File: src/hdl/tfs_pkg.sv
// shared types and constants for the transmit frame slot scheduler
`timescale 1ns / 1ps

package tfs_pkg;

    // field widths
    localparam int TIME_W     = 48;
    localparam int PERIOD_W   = 20;
    localparam int HANG_W     = 8;
    localparam int READY_W    = 8;
    localparam int TOTAL_W    = 32;
    localparam int APB_DATA_W = 32;
    localparam int APB_ADDR_W = 3;

    // register reset values
    localparam logic [HANG_W-1:0]   HANG_FRAMES_RESET  = '0;
    localparam logic [PERIOD_W-1:0] FRAME_PERIOD_RESET = PERIOD_W'(40000);

    // register indexes (byte address bit 2)
    localparam logic REG_HANG_FRAMES  = 1'b0;
    localparam logic REG_FRAME_PERIOD = 1'b1;

    typedef enum logic [1:0] {
        ACT_SET_TIME = 2'd0,
        ACT_READY    = 2'd1,
        ACT_TICK     = 2'd2,
        ACT_START    = 2'd3
    } action_t;

    typedef enum logic [1:0] {
        KIND_NONE  = 2'd0,
        KIND_REAL  = 2'd1,
        KIND_DUMMY = 2'd2,
        KIND_POST  = 2'd3
    } frame_kind_t;

    typedef struct packed {
        logic [1:0]        action;
        logic [TIME_W-1:0] time_us;
    } sched_in_t;

    typedef struct packed {
        logic [1:0]         frame_kind;
        logic               hang_active;
        logic               session_active;
        logic               session_ended;
        logic [TOTAL_W-1:0] untimely_count;
        logic [TOTAL_W-1:0] dummy_count;
        logic [TIME_W-1:0]  next_decision_us;
    } sched_out_t;

    typedef struct packed {
        logic [HANG_W-1:0]   hang_frames;
        logic [PERIOD_W-1:0] frame_period_us;
    } tfs_cfg_t;

endpackage

File: src/hdl/tfs_cfg_regs.sv
// apb register file holding hang length and frame period
`timescale 1ns / 1ps

module tfs_cfg_regs (
    input  logic                           clk,
    input  logic                           rst_n,
    input  logic                           psel,
    input  logic                           penable,
    input  logic                           pwrite,
    input  logic [tfs_pkg::APB_ADDR_W-1:0] paddr,
    input  logic [tfs_pkg::APB_DATA_W-1:0] pwdata,
    output logic [tfs_pkg::APB_DATA_W-1:0] prdata,
    output logic                           pready,
    output tfs_pkg::tfs_cfg_t              cfg
);
    import tfs_pkg::*;

    logic [HANG_W-1:0]   hang_frames_reg;
    logic [PERIOD_W-1:0] frame_period_reg;
    logic                wr_en;

    assign pready = 1'b1;
    assign wr_en  = psel & penable & pwrite;

    // register writes
    always_ff @(posedge clk or negedge rst_n)
    begin
        if (!rst_n)
        begin
            hang_frames_reg  <= HANG_FRAMES_RESET;
            frame_period_reg <= FRAME_PERIOD_RESET;
        end
        else if (wr_en)
        begin
            if (paddr[2] == REG_HANG_FRAMES)
                hang_frames_reg <= pwdata[HANG_W-1:0];
            else
                frame_period_reg <= pwdata[PERIOD_W-1:0];
        end
    end

    // read mux
    always_comb
    begin
        if (paddr[2] == REG_FRAME_PERIOD)
            prdata = {{(APB_DATA_W-PERIOD_W){1'b0}}, frame_period_reg};
        else
            prdata = {{(APB_DATA_W-HANG_W){1'b0}}, hang_frames_reg};
    end

    assign cfg.hang_frames     = hang_frames_reg;
    assign cfg.frame_period_us = frame_period_reg;

endmodule

File: src/hdl/tfs_slot_core.sv
// scheduler state and per-beat slot decision logic
`timescale 1ns / 1ps

module tfs_slot_core (
    input  logic                clk,
    input  logic                rst_n,
    input  logic                exec,
    input  tfs_pkg::sched_in_t  beat,
    input  tfs_pkg::tfs_cfg_t   cfg,
    output tfs_pkg::sched_out_t result
);
    import tfs_pkg::*;

    logic [TIME_W-1:0]  decision_reg, decision_next;
    logic [READY_W-1:0] ready_reg, ready_next;
    logic [HANG_W-1:0]  hang_cnt_reg, hang_cnt_next;
    logic               active_reg, active_next;
    logic               hang_flag_reg, hang_flag_next;
    logic [TOTAL_W-1:0] untimely_reg, untimely_next;
    logic [TOTAL_W-1:0] dummy_reg, dummy_next;
    frame_kind_t        kind;
    logic               ended;
    logic               slot_due;

    assign slot_due = active_reg && (decision_reg != '0) && (beat.time_us >= decision_reg);

    // next state for the current beat
    always_comb
    begin
        decision_next  = decision_reg;
        ready_next     = ready_reg;
        hang_cnt_next  = hang_cnt_reg;
        active_next    = active_reg;
        hang_flag_next = hang_flag_reg;
        untimely_next  = untimely_reg;
        dummy_next     = dummy_reg;
        kind           = KIND_NONE;
        ended          = 1'b0;
        case (action_t'(beat.action))
            ACT_SET_TIME:
            begin
                decision_next = beat.time_us;
            end
            ACT_READY:
            begin
                if (ready_reg != {READY_W{1'b1}})
                    ready_next = ready_reg + READY_W'(1);
            end
            ACT_TICK:
            begin
                if (slot_due)
                begin
                    if (ready_reg != '0)
                    begin
                        // extra ready frames were overwritten
                        untimely_next  = untimely_reg + {{(TOTAL_W-READY_W){1'b0}}, ready_reg}
                                         - TOTAL_W'(1);
                        hang_cnt_next  = '0;
                        hang_flag_next = 1'b0;
                        kind           = KIND_REAL;
                    end
                    else if (hang_cnt_reg >= cfg.hang_frames)
                    begin
                        // hang period over, postamble ends the session
                        hang_cnt_next  = '0;
                        hang_flag_next = 1'b0;
                        active_next    = 1'b0;
                        ended          = 1'b1;
                        kind           = KIND_POST;
                    end
                    else
                    begin
                        dummy_next     = dummy_reg + TOTAL_W'(1);
                        hang_cnt_next  = hang_cnt_reg + HANG_W'(1);
                        hang_flag_next = 1'b1;
                        kind           = KIND_DUMMY;
                    end
                    decision_next = decision_reg
                                    + {{(TIME_W-PERIOD_W){1'b0}}, cfg.frame_period_us};
                    ready_next    = '0;
                end
            end
            ACT_START:
            begin
                active_next = 1'b1;
            end
            default:
            begin
                active_next = active_reg;
            end
        endcase
    end

    // state registers
    always_ff @(posedge clk or negedge rst_n)
    begin
        if (!rst_n)
        begin
            decision_reg  <= '0;
            ready_reg     <= '0;
            hang_cnt_reg  <= '0;
            active_reg    <= 1'b0;
            hang_flag_reg <= 1'b0;
            untimely_reg  <= '0;
            dummy_reg     <= '0;
        end
        else if (exec)
        begin
            decision_reg  <= decision_next;
            ready_reg     <= ready_next;
            hang_cnt_reg  <= hang_cnt_next;
            active_reg    <= active_next;
            hang_flag_reg <= hang_flag_next;
            untimely_reg  <= untimely_next;
            dummy_reg     <= dummy_next;
        end
    end

    // result for this beat
    assign result.frame_kind       = kind;
    assign result.hang_active      = hang_flag_next;
    assign result.session_active   = active_next;
    assign result.session_ended    = ended;
    assign result.untimely_count   = untimely_next;
    assign result.dummy_count      = dummy_next;
    assign result.next_decision_us = decision_next;

endmodule

File: src/hdl/tx_frame_slot_scheduler.sv
// Transmit frame slot scheduler top level: input register, slot logic, result register.
// An accepted beat passes through the input register and then the result register to out_valid.
// Throughput: one beat per cycle while out_stall does not hold a waiting result.
// Input is taken while a result waits at the output, as long as the input register is free.
// Reset clears all scheduler state and empties both registers; hang_frames resets to 0
// and frame_period_us to 40000.
`timescale 1ns / 1ps

module tx_frame_slot_scheduler (
    input  logic                           clk,
    input  logic                           rst_n,
    input  logic                           in_valid,
    output logic                           in_stall,
    input  tfs_pkg::sched_in_t             in_data,
    output logic                           out_valid,
    input  logic                           out_stall,
    output tfs_pkg::sched_out_t            out_data,
    input  logic                           psel,
    input  logic                           penable,
    input  logic                           pwrite,
    input  logic [tfs_pkg::APB_ADDR_W-1:0] paddr,
    input  logic [tfs_pkg::APB_DATA_W-1:0] pwdata,
    output logic [tfs_pkg::APB_DATA_W-1:0] prdata,
    output logic                           pready
);
    import tfs_pkg::*;

    logic       in_vld_reg;
    sched_in_t  in_beat_reg;
    logic       out_vld_reg;
    sched_out_t out_beat_reg;
    sched_out_t result;
    tfs_cfg_t   cfg;
    logic       exec;

    tfs_cfg_regs u_cfg (
        .clk     (clk),
        .rst_n   (rst_n),
        .psel    (psel),
        .penable (penable),
        .pwrite  (pwrite),
        .paddr   (paddr),
        .pwdata  (pwdata),
        .prdata  (prdata),
        .pready  (pready),
        .cfg     (cfg)
    );

    tfs_slot_core u_core (
        .clk    (clk),
        .rst_n  (rst_n),
        .exec   (exec),
        .beat   (in_beat_reg),
        .cfg    (cfg),
        .result (result)
    );

    // a held beat moves on when the result register is free or draining
    assign exec     = in_vld_reg & ~(out_vld_reg & out_stall);
    assign in_stall = in_vld_reg & out_vld_reg & out_stall;

    // input register
    always_ff @(posedge clk or negedge rst_n)
    begin
        if (!rst_n)
            in_vld_reg <= 1'b0;
        else if (!in_stall)
            in_vld_reg <= in_valid;
    end

    always_ff @(posedge clk)
    begin
        if (in_valid && !in_stall)
            in_beat_reg <= in_data;
    end

    // result register
    always_ff @(posedge clk or negedge rst_n)
    begin
        if (!rst_n)
            out_vld_reg <= 1'b0;
        else if (exec)
            out_vld_reg <= 1'b1;
        else if (!out_stall)
            out_vld_reg <= 1'b0;
    end

    always_ff @(posedge clk)
    begin
        if (exec)
            out_beat_reg <= result;
    end

    assign out_valid = out_vld_reg;
    assign out_data  = out_beat_reg;

endmodule
File: config.mk
export PLATFORM = sky130hd
export DESIGN_NAME = tx_frame_slot_scheduler
export DESIGN_NICKNAME = d
export VERILOG_FILES = /design/src/hdl/tfs_pkg.sv /design/src/hdl/tfs_cfg_regs.sv /design/src/hdl/tfs_slot_core.sv /design/src/hdl/tx_frame_slot_scheduler.sv
export SDC_FILE = /design/constraint.sdc
export NUM_CORES = 1
export LEC_CHECK = 0
export BUFFER_PORTS_ARGS = -buffer_cell sky130_fd_sc_hd__buf_2
export CORE_ASPECT_RATIO = 0.6
export CORE_MARGIN = 4
export CORE_UTILIZATION = 52
export DETAILED_ROUTE_END_ITERATION = 12
export PLACE_DENSITY_LB_ADDON = 0.12
export SYNTH_ARGS = -nofsm -noshare
export SYNTH_HDL_FRONTEND = slang
export SYNTH_HIERARCHICAL = 1
export SYNTH_SLANG_ARGS = --single-unit
File: constraint.sdc
create_clock -name clk -period 16.6 [get_ports clk]
set_clock_uncertainty 0.05 [all_clocks]
set_input_delay 1.66 -clock clk [delete_from_list [all_inputs] [get_ports clk]]
set_output_delay 1.66 -clock clk [all_outputs]
set_load 0.05 [all_outputs]
==> results of run 1 <==
-- path summary, 6_finish.rpt --
kind                                                     startpoint                             endpoint  slack [ns]  cells after the start
worst max-delay path            u_core/decision_reg[20]$_DFFE_PN0P_               out_data[34]$_DFFE_PP_       11.86                     10
worst min-delay path             u_core/hang_cnt_reg[7]$_DFFE_PN0P_   u_core/hang_cnt_reg[7]$_DFFE_PN0P_        0.44                      1
worst max register to register  u_core/decision_reg[20]$_DFFE_PN0P_               out_data[34]$_DFFE_PP_       11.86                     10
worst min register to register   u_core/hang_cnt_reg[7]$_DFFE_PN0P_   u_core/hang_cnt_reg[7]$_DFFE_PN0P_        0.44                      1
max in group asynchronous                                     rst_n  u_core/decision_reg[34]$_DFFE_PN0P_       14.22                      2
min in group asynchronous                                     rst_n  u_core/decision_reg[40]$_DFFE_PN0P_        1.04                      1
-- layer usage --
metal	vias to the layer above	GRT usage, %	share of wire, %
met2	634	36.1	41
met4	0	7.22	2.7
met1	7273	40.4	48
met3	84	5.65	8.7
li1	6985	-	-
met5	-	0	0
-- power groups by stage --
stage	Combinational (mW)	Clock (mW)	Sequential (mW)
6_report	1.72	0.802	1.19
3_5_place_dp	1.69	0	1.20
4_1_cts	1.70	0.821	1.19
2_1_floorplan	1.15	0	1.34
3_3_place_gp	1.65	0	1.20
5_1_grt	1.89	0.855	1.21
-- area by class of cell --
type | count | area [um^2] | area share (%)
repair buffers | 236 | 1240 | 5.72
diodes | 1 | 2.50 | 0.0116
clock inverters | 15 | 150 | 0.694
flip-flops and latches | 327 | 9020 | 41.7
clock buffers | 47 | 1010 | 4.68
multi-input cells | 1234 | 9100 | 42.1
well taps | 467 | 584 | 2.70
inverters | 140 | 526 | 2.43
-- layout by cell type (no fill, tap or decap), types with 8 or more instances in the layout --
master	count
sky130_fd_sc_hd__buf_2	215
sky130_fd_sc_hd__edfxtp_1	167
sky130_fd_sc_hd__dfrtp_1	155
sky130_fd_sc_hd__inv_1	138
sky130_fd_sc_hd__nand2_1	120
sky130_fd_sc_hd__ha_1	118
sky130_fd_sc_hd__o21ai_0	85
sky130_fd_sc_hd__a21oi_1	82
sky130_fd_sc_hd__xnor2_1	81
sky130_fd_sc_hd__nor2_1	70
sky130_fd_sc_hd__mux2_2	64
sky130_fd_sc_hd__nand3_1	47
sky130_fd_sc_hd__and3_1	38
sky130_fd_sc_hd__clkbuf_16	37
sky130_fd_sc_hd__or3_1	35
sky130_fd_sc_hd__nand4_1	34
sky130_fd_sc_hd__and2_1	30
sky130_fd_sc_hd__nor3_1	27
sky130_fd_sc_hd__a311oi_1	25
sky130_fd_sc_hd__a211oi_1	24
sky130_fd_sc_hd__xor2_1	24
sky130_fd_sc_hd__a22oi_1	24
sky130_fd_sc_hd__a21o_1	22
sky130_fd_sc_hd__o21ai_1	21
sky130_fd_sc_hd__buf_4	20
sky130_fd_sc_hd__mux2_4	20
sky130_fd_sc_hd__o211ai_1	18
sky130_fd_sc_hd__a31oi_1	18
sky130_fd_sc_hd__nor4_1	16
sky130_fd_sc_hd__conb_1	13
sky130_fd_sc_hd__o31ai_1	12
sky130_fd_sc_hd__o21a_1	9
sky130_fd_sc_hd__o21bai_1	9
sky130_fd_sc_hd__nand2b_1	8
sky130_fd_sc_hd__a211o_1	8
-- kinds of logic after synthesis --
group	share of synthesized area (%)
simple gates	12.9
other cells	0.0395
flops	47.4
mux	5.69
compound gates	16.1
fa+ha+maj	7.97
xor+xnor	4.83
buf+inv	5.08
-- stage by stage --
step / area (um^2) / util, % / power (mW) / hold WS [ns]
finish: 21600 / 60.9 / 3.71 / 0.436
floorplan: 19100 / - / 2.49 / 0.398
global placement: 20500 / 57.6 / 2.85 / 0.420
CTS: 21600 / 60.9 / 3.71 / 0.438
global route: 21600 / 60.9 / 3.96 / 0.456
detailed placement: 20500 / 57.6 / 2.89 / 0.424
==> results.env, run 1 <==
RUN_STATUS='complete, no violations'
TOP_CELLS_BY_AREA_SYNTH='sky130_fd_sc_hd__edfxtp_1 (26%), sky130_fd_sc_hd__dfrtp_1 (20%), sky130_fd_sc_hd__ha_1 (7.8%), sky130_fd_sc_hd__mux2_2 (3.8%), sky130_fd_sc_hd__xnor2_1 (3.7%)'
POST_CTS_RESIZED=0
TRITONCTS='done'
POSTSYNTH.TOPFLOPCELL='sky130_fd_sc_hd__edfxtp_1'
CRITICALPATHCATEGORY='reg2reg'
CTS.REPAIR_TIMING.SETUP_BUFFER_COUNT=0
FINAL_NON_FILLER_CELL_TOTAL=2467
FP.DIEH_UM=156
GRT_FIRST_PASS_WIRELENGTH_UM=81000
IR_WORST_VDD_mV=0.0926
POST_ROUTE_CELLS_DRIVE_ABOVE_1_SHARE_PCT=20.7
SYNTH_AREA_MM2=0.0190
FMAX_MHz=211
CTS.CLK_SLEW.WORST_PATHS_NS=0.06
CLK_LATENCY_NS=0.53
WORST-PATH-MAX-FANOUT=23
FINAL_MAX_SLEW_VIOL_COUNT=0
CRIT_PATH_START_KIND='flip-flop'
NUM-FILL-CELLS=3012
HOLD_VIOLATIONS=0
FINAL_MIN_PERIOD_OVER_CLOCK_PERIOD_PCT=28.6
FLOORPLAN.IO_PINS=244
MAX-CAP-VIOLATIONS=0
SYNTH_WARNINGS=6
DP.CELLS=2404
DRCVIOLATIONCOUNT=0
WL_PER_CELL_UM=21.2
P_COMB_SHARE_PCT=46.3
CTSLONGESTPATHBUFFERS=3
LAYOUT-AREA-OVERHEAD-VS-SYNTH_PCT=13.7
SWSHARE_PCT=42.0
ASYNC_FLOP_SHARE_PCT=48.9
CLOCKPOWERSHARE_PCT=21.6
WORST_SLACK_NS=11.86
WORSTPATHBUFFERINVERTERCOUNT=2
MASTER_CELL_OF_THE_CLOCK_ROOT_BUFFER='sky130_fd_sc_hd__clkbuf_16'
POWER.INTERNAL_mW=2.15
CTS_BUFFERS=34
INITIALDRTVIOLATIONCOUNT=1368
BIGGEST_AREA_CONSUMER_AMONG_SYNTHESIZED_CELLS='sky130_fd_sc_hd__edfxtp_1'
CRIT_PATH_TOP_DELAY_CELL='sky130_fd_sc_hd__nor4_1'
CTS.SINKS=327
SETUP_VIOLATIONS=0
ANT_NETS=0
YOSYS-TOP-CELLS-COUNT='sky130_fd_sc_hd__edfxtp_1 (167), sky130_fd_sc_hd__dfrtp_1 (155), sky130_fd_sc_hd__inv_1 (138)'
SETUP_TOTAL_NEGATIVE_SLACK_NS=0
DETAILEDPLACEMENTHPWL_UM=37100
CRITPATHREQUIREDTIME_NS=16.79
INITIAL_UTILIZATION_PCT=53.5
CTS.HOLD.BUFFERS_ADDED=0
CORE_AREA_MM2=0.0355
SYNTH.YOSYS.SEQ_AREA_SHARE_PCT=47.4
TIMING.MAX_SLEW.REL_SLACK_PCT=21.6
AVGSYNTHCELLAREA_UM2=10.7
VIAS_PER_CELL=6.07
TIMING.CRITICAL_PATH.SLOWEST_CELL_DELAY_NS=1.01
FINAL_NET_COUNT=2185
CELLLEAKAGEPOWER_nW=9.39
MAX_FFS_PER_REGISTER=117
TIMING.CRITICAL_PATH.TO_TYPE='flip-flop'
PLACEMENT.IO_BUFFERS=216
GRT_SETUP_UNREPAIRED='no'
WORSTPATHCELLLIST='clkinv_1 -> ha_1 -> nand4_1 -> nor4_1 -> a311oi_4 -> a21o_4 -> nor4b_4 -> buf_4 -> and2_0 -> a311oi_1'
CRITICAL_PATH.TOP_DELAY_FAMILY='simple AND/OR/NAND/NOR gates'
NUMBER_OF_DIFFERENT_LIBRARY_CELLS_IN_THE_POST_SYNTHESIS_NETLIST=96
DR.PASS1.ITERS=6
ANTENNA_FOUND_INITIAL=2
YS_FF_LATCH=327
GRT_USAGE_PCT=25.8
CTS_MAX_LEVEL=2
DIE_AREA_MM2=0.0398
FINAL_WEIGHTED_CONGESTION_IN_ROUTABILITY_DRIVEN_PLACEMENT=0.888
CP.ARRIVAL_NS=4.94
ROWS=53
FINAL_PERIOD_MINUS_WORST_SETUP_SLACK_NS=4.74
SYNTHMOSTINSTANTIATEDCELL='sky130_fd_sc_hd__edfxtp_1'
POWER_DENSITY_mW_PER_MM2=172
SYNTH_EDF_COUNT=167
VIA_COUNT=14976
NETSWITCHINGPOWER_mW=1.56
DIEWIDTH_UM=255
OVERFLOW=0
HP-CLASS='reg2reg'
PRE_CTS_SETUP_SLACK_NS=11.97
PWR-SHARE-SEQ_PCT=32.1
DETAIL_ROUTE.WIRELENGTH_UM=52200
TIGHTESTPINTRANSITION_NS=1.17
GRT_START_MAX_NET_PINS=80
POSTSYNTHCELLCOUNT=1777
VIA_COUNT_OF_THE_FIRST_GLOBAL_ROUTING_PASS=14258
YOSYSTOPAREACELLSHARE_PCT=26.4
(Power assumes the default switching activity.)
==> run 2: changes to the inputs <==
- ABC_AREA: not set -> 1
- clock period: 16.6 -> 4 ns (I/O delays scaled with it)
==> results.env, run 2 <==
YS_FF_LATCH=327  # unchanged
ROWS=58  # +9.4%
POST_CTS_RESIZED=0  # unchanged
SYNTH.YOSYS.SEQ_AREA_SHARE_PCT=40.3  # -7.1 points
CLK_LATENCY_NS=0.60  # +0.07 ns
SYNTH_EDF_COUNT=167  # unchanged
GRT_USAGE_PCT=31.6  # +5.8 points
FINAL_PERIOD_MINUS_WORST_SETUP_SLACK_NS=3.59  # -1.15 ns
SYNTH.MUX.AREA_FRACTION_PCT=0  # -5.7 points
DR.PASS1.ITERS=7  # +1
TOP_LIBRARY_CELLS_BY_USAGE_IN_THE_LAYOUT_FILL_AND_TAPS_ASIDE='sky130_fd_sc_hd__nand2_1 (1,464), sky130_fd_sc_hd__inv_1 (308), sky130_fd_sc_hd__buf_2 (215)'
MASTER_CELL_OF_THE_CLOCK_ROOT_BUFFER='sky130_fd_sc_hd__clkbuf_16'
ANT_NETS=0  # unchanged
CRIT_PATH_TOP_DELAY_CELL='sky130_fd_sc_hd__o21ai_0'
RUN_STATUS='complete, no violations'
SYNTHMOSTINSTANTIATEDCELL='sky130_fd_sc_hd__nand2_1'
YOSYS-TOP-CELLS-COUNT='sky130_fd_sc_hd__nand2_1 (1,464), sky130_fd_sc_hd__inv_1 (310), sky130_fd_sc_hd__nand3_1 (204)'
CTS_MAX_LEVEL=1  # -1
TIMING.MAX_SLEW.REL_SLACK_PCT=28.4  # +6.9 points
MAX_FFS_PER_REGISTER=117  # unchanged
WL_PER_CELL_UM=18.6  # -12%
PRE_CTS_SETUP_SLACK_NS=0.519  # -11.45 ns
VIA_COUNT=21752  # +45%
CELLLEAKAGEPOWER_nW=13.4  # +43%
POST-ROUTE-CELL-AREA_MM2=0.0257  # +19%
DETAILEDPLACEMENTHPWL_UM=55200  # +49%
ANTENNA_CELLS_INSERTED=0  # -1
YOSYSTOPAREACELLSHARE_PCT=24.6  # -1.8 points
SYNTHXORXNORAREAFRAC_PCT=2.54  # -2.3 points
FINAL_NON_FILLER_CELL_TOTAL=3998  # +62%
HP-CLASS='in2reg'
CRITPATHREQUIREDTIME_NS=4.31  # -12.48 ns
LAYOUT-AREA-OVERHEAD-VS-SYNTH_PCT=14.8
CRIT_PATH_START_KIND='flip-flop'
POSTSYNTH.TOPFLOPCELL='sky130_fd_sc_hd__edfxtp_1'
SYNTH_AREA_MM2=0.0224  # +18%
FINAL_WEIGHTED_CONGESTION_IN_ROUTABILITY_DRIVEN_PLACEMENT=1.00  # +13%
BIGGEST_AREA_CONSUMER_AMONG_SYNTHESIZED_CELLS='sky130_fd_sc_hd__nand2_1'
AVGSYNTHCELLAREA_UM2=7.05  # -34%
POSTSYNTHCELLCOUNT=3173  # +79%
IR_WORST_VDD_mV=0.594  # +540%
COMBINATIONAL_FAMILY_WITH_THE_MOST_AREA_AFTER_SYNTHESIS='simple AND/OR/NAND/NOR gates'
FINAL_CORE_UTILIZATION_PCT=60.9  # +0.068 points
VIA_COUNT_OF_THE_FIRST_GLOBAL_ROUTING_PASS=20323  # +43%
CTS.REPAIR_TIMING.SETUP_BUFFER_COUNT=0  # unchanged
TRITONCTS='done'
GRT_START_MAX_NET_PINS=93  # +16%
TIMING.CRITICAL_PATH.SLOWEST_CELL_DELAY_NS=0.52  # -0.49 ns
DRCVIOLATIONCOUNT=0  # unchanged
FINAL_MIN_PERIOD_OVER_CLOCK_PERIOD_PCT=89.8  # +61 points
INITIAL_UTILIZATION_PCT=53.1  # -0.46 points
CRITICALPATHCATEGORY='reg2reg'
POWER_DENSITY_mW_PER_MM2=651  # +280%
ANTENNA_FOUND_INITIAL=0  # -2
DIEWIDTH_UM=276  # +8.2%
WORSTPATHCELLLIST='inv_1 -> ha_1 -> inv_1 -> ha_1 -> inv_1 -> fa_1 -> inv_1 -> nand3_1 -> nand2_1 -> a21boi_0 -> o21ai_0 -> nand2_1 -> nand2_1 -> nand2_1 -> nand3_1 -> nand3_1 -> and2_1'
SETUP_TOTAL_NEGATIVE_SLACK_NS=0  # unchanged
FINAL_MAX_SLEW_VIOL_COUNT=0  # unchanged
SYNTH_FA_HA_AREA_SHARE_PCT=6.78  # -1.2 points
FINAL_NET_COUNT=3615  # +65%
CTS.SINKS=327  # unchanged
DESIGN_POWER_TOTAL_mW=16.7  # +350%
HOLD_SLACK_NS=0.0386  # -0.397 ns
SYNTH_WARNINGS=6  # unchanged
FMAX_MHz=278  # +32%
POST_ROUTE_CELLS_DRIVE_ABOVE_1_SHARE_PCT=10.2  # -10 points
TIGHTESTPINTRANSITION_NS=1.07  # -0.0934 ns
VIAS_PER_CELL=5.44  # -10%
CORE_AREA_MM2=0.0422  # +19%
GRT_SETUP_UNREPAIRED='no'
CTSLONGESTPATHBUFFERS=3  # unchanged
COMMONEST_NON_FILL_NON_TAP_CELL_IN_THE_LAYOUT='sky130_fd_sc_hd__nand2_1'
DIE_AREA_MM2=0.0465  # +17%
TOP_CELLS_BY_AREA_SYNTH='sky130_fd_sc_hd__nand2_1 (25%), sky130_fd_sc_hd__edfxtp_1 (22%), sky130_fd_sc_hd__dfrtp_1 (17%), sky130_fd_sc_hd__ha_1 (6.6%), sky130_fd_sc_hd__inv_1 (5.2%)'
SETUP_VIOLATIONS=0  # unchanged
FP.DIEH_UM=169  # +8.0%
SYNTHSIMPLEGATEAREAFRAC_PCT=35.9  # +23 points
HOLD_VIOLATIONS=0  # unchanged
FLOORPLAN.IO_PINS=244  # unchanged
NUMBER_OF_DIFFERENT_LIBRARY_CELLS_IN_THE_POST_SYNTHESIS_NETLIST=48  # -50%
ASYNC_FLOP_SHARE_PCT=48.9  # unchanged
DETAIL_ROUTE.WIRELENGTH_UM=74500  # +43%
CTS_BUFFERS=31  # -8.8%
CTS.CLK_SLEW.WORST_PATHS_NS=0.07  # about the same
PLACEMENT.IO_BUFFERS=216  # unchanged
INITIALDRTVIOLATIONCOUNT=2340  # +71%
SYNTH_COMPOUND_AREA_SHARE_PCT=6.01  # -10 points
DP.CELLS=3869  # +61%
GRT_FIRST_PASS_WIRELENGTH_UM=115000  # +42%
CP.ARRIVAL_NS=3.90  # -1.04 ns
TIMING.CRITICAL_PATH.TO_TYPE='flip-flop'
PLACED_AREA_MM2=0.0239  # +17%
MAX-CAP-VIOLATIONS=0  # unchanged
OVERFLOW=0  # unchanged
WORST-PATH-MAX-FANOUT=4  # -83%
WORST_SLACK_NS=0.409  # -11.45 ns
[run 2: cell types whose count changed in the layout (fill, tap and decap cells not counted), moves of 24 or more]
cell	change
sky130_fd_sc_hd__a211oi_1	-24
sky130_fd_sc_hd__inv_1	+170
sky130_fd_sc_hd__mux2_2	-64
sky130_fd_sc_hd__nand2_1	+1344
sky130_fd_sc_hd__and3_1	-38
sky130_fd_sc_hd__or3_1	-35
sky130_fd_sc_hd__nand3_1	+157
sky130_fd_sc_hd__xnor2_1	-55
sky130_fd_sc_hd__a311oi_1	-25
sky130_fd_sc_hd__dlygate4sd3_1	+71
sky130_fd_sc_hd__nor2_1	+110
[run 2: layout make-up]
cell class | instances | area (um^2)
timing repair buffer | 324 | 2140
sequential | 327 | 9030
tap | 570 | 713
fill | 3783 | 16500
clock buffer | 37 | 840
multi-input combinational | 2396 | 11500
clock inverter | 21 | 236
inverter | 323 | 1220
[run 2: power breakdown]
part | switching (mW) | internal (mW) | total [mW]
Sequential | 0.573 | 4.26 | 4.83
Clock | 1.35 | 1.82 | 3.17
Combinational | 6.12 | 2.62 | 8.73
Total | 8.04 | 8.69 | 16.7
[run 2: cell families after synthesis]
| family | after synthesis |
|---|---|
| AOI/OAI and AO/OA | 221 |
| buffers and inverters | 461 |
| and+or+nand+nor | 1977 |
| adders and majority gates | 120 |
| DFF | 327 |
| other | 2 |
| xor gates and xnor gates | 65 |
[run 2: routing by layer]
| layer | part of all wire [%] | wire length [um] | track usage [%] |
|---|---|---|---|
| met1 | 47 | 34900 | 49.3 |
| met4 | 2.2 | 1650 | 6.86 |
| met5 | 0.19 | 140 | 2.21 |
| met2 | 39 | 28800 | 42.8 |
| met3 | 12 | 8980 | 9.31 |
[run 2: timing repair]
| action | 4_1_cts | 5_1_grt |
|---|---|---|
| setup endpoints to repair | 0 | 0 |
| endpoints found under the hold margin | 152 | 0 |
| hold buffers | 71 | 0 |
[run 2: worst max-delay path, delay by kind of cell (launching register included)]
kind,cells,cell delay (ns)
adders and majority gates,3,0.82
and+or+nand+nor,8,1.06
buffers and inverters,4,0.33
AOI/OAI and AO/OA,2,0.72
DFF,1,0.39
[run 2: final timing paths]
kind / startpoint / to / slack [ns] / cells past startpoint
max: u_core/ready_reg[1]$_DFFE_PN0P_ / out_data[109]$_DFFE_PP_ / 0.41 / 17
min: pwdata[0] / u_cfg/hang_frames_reg[0]$_DFFE_PN0P_ / 0.04 / 3
max reg2reg: u_core/ready_reg[1]$_DFFE_PN0P_ / out_data[109]$_DFFE_PP_ / 0.41 / 17
min reg2reg: u_cfg/frame_period_reg[12]$_DFFE_PN1P_ / u_cfg/frame_period_reg[12]$_DFFE_PN1P_ / 0.45 / 2
max in group asynchronous: rst_n / u_cfg/frame_period_reg[6]$_DFFE_PN1P_ / 2.48 / 3
min in group asynchronous: rst_n / u_core/dummy_reg[15]$_DFFE_PN0P_ / 0.33 / 2
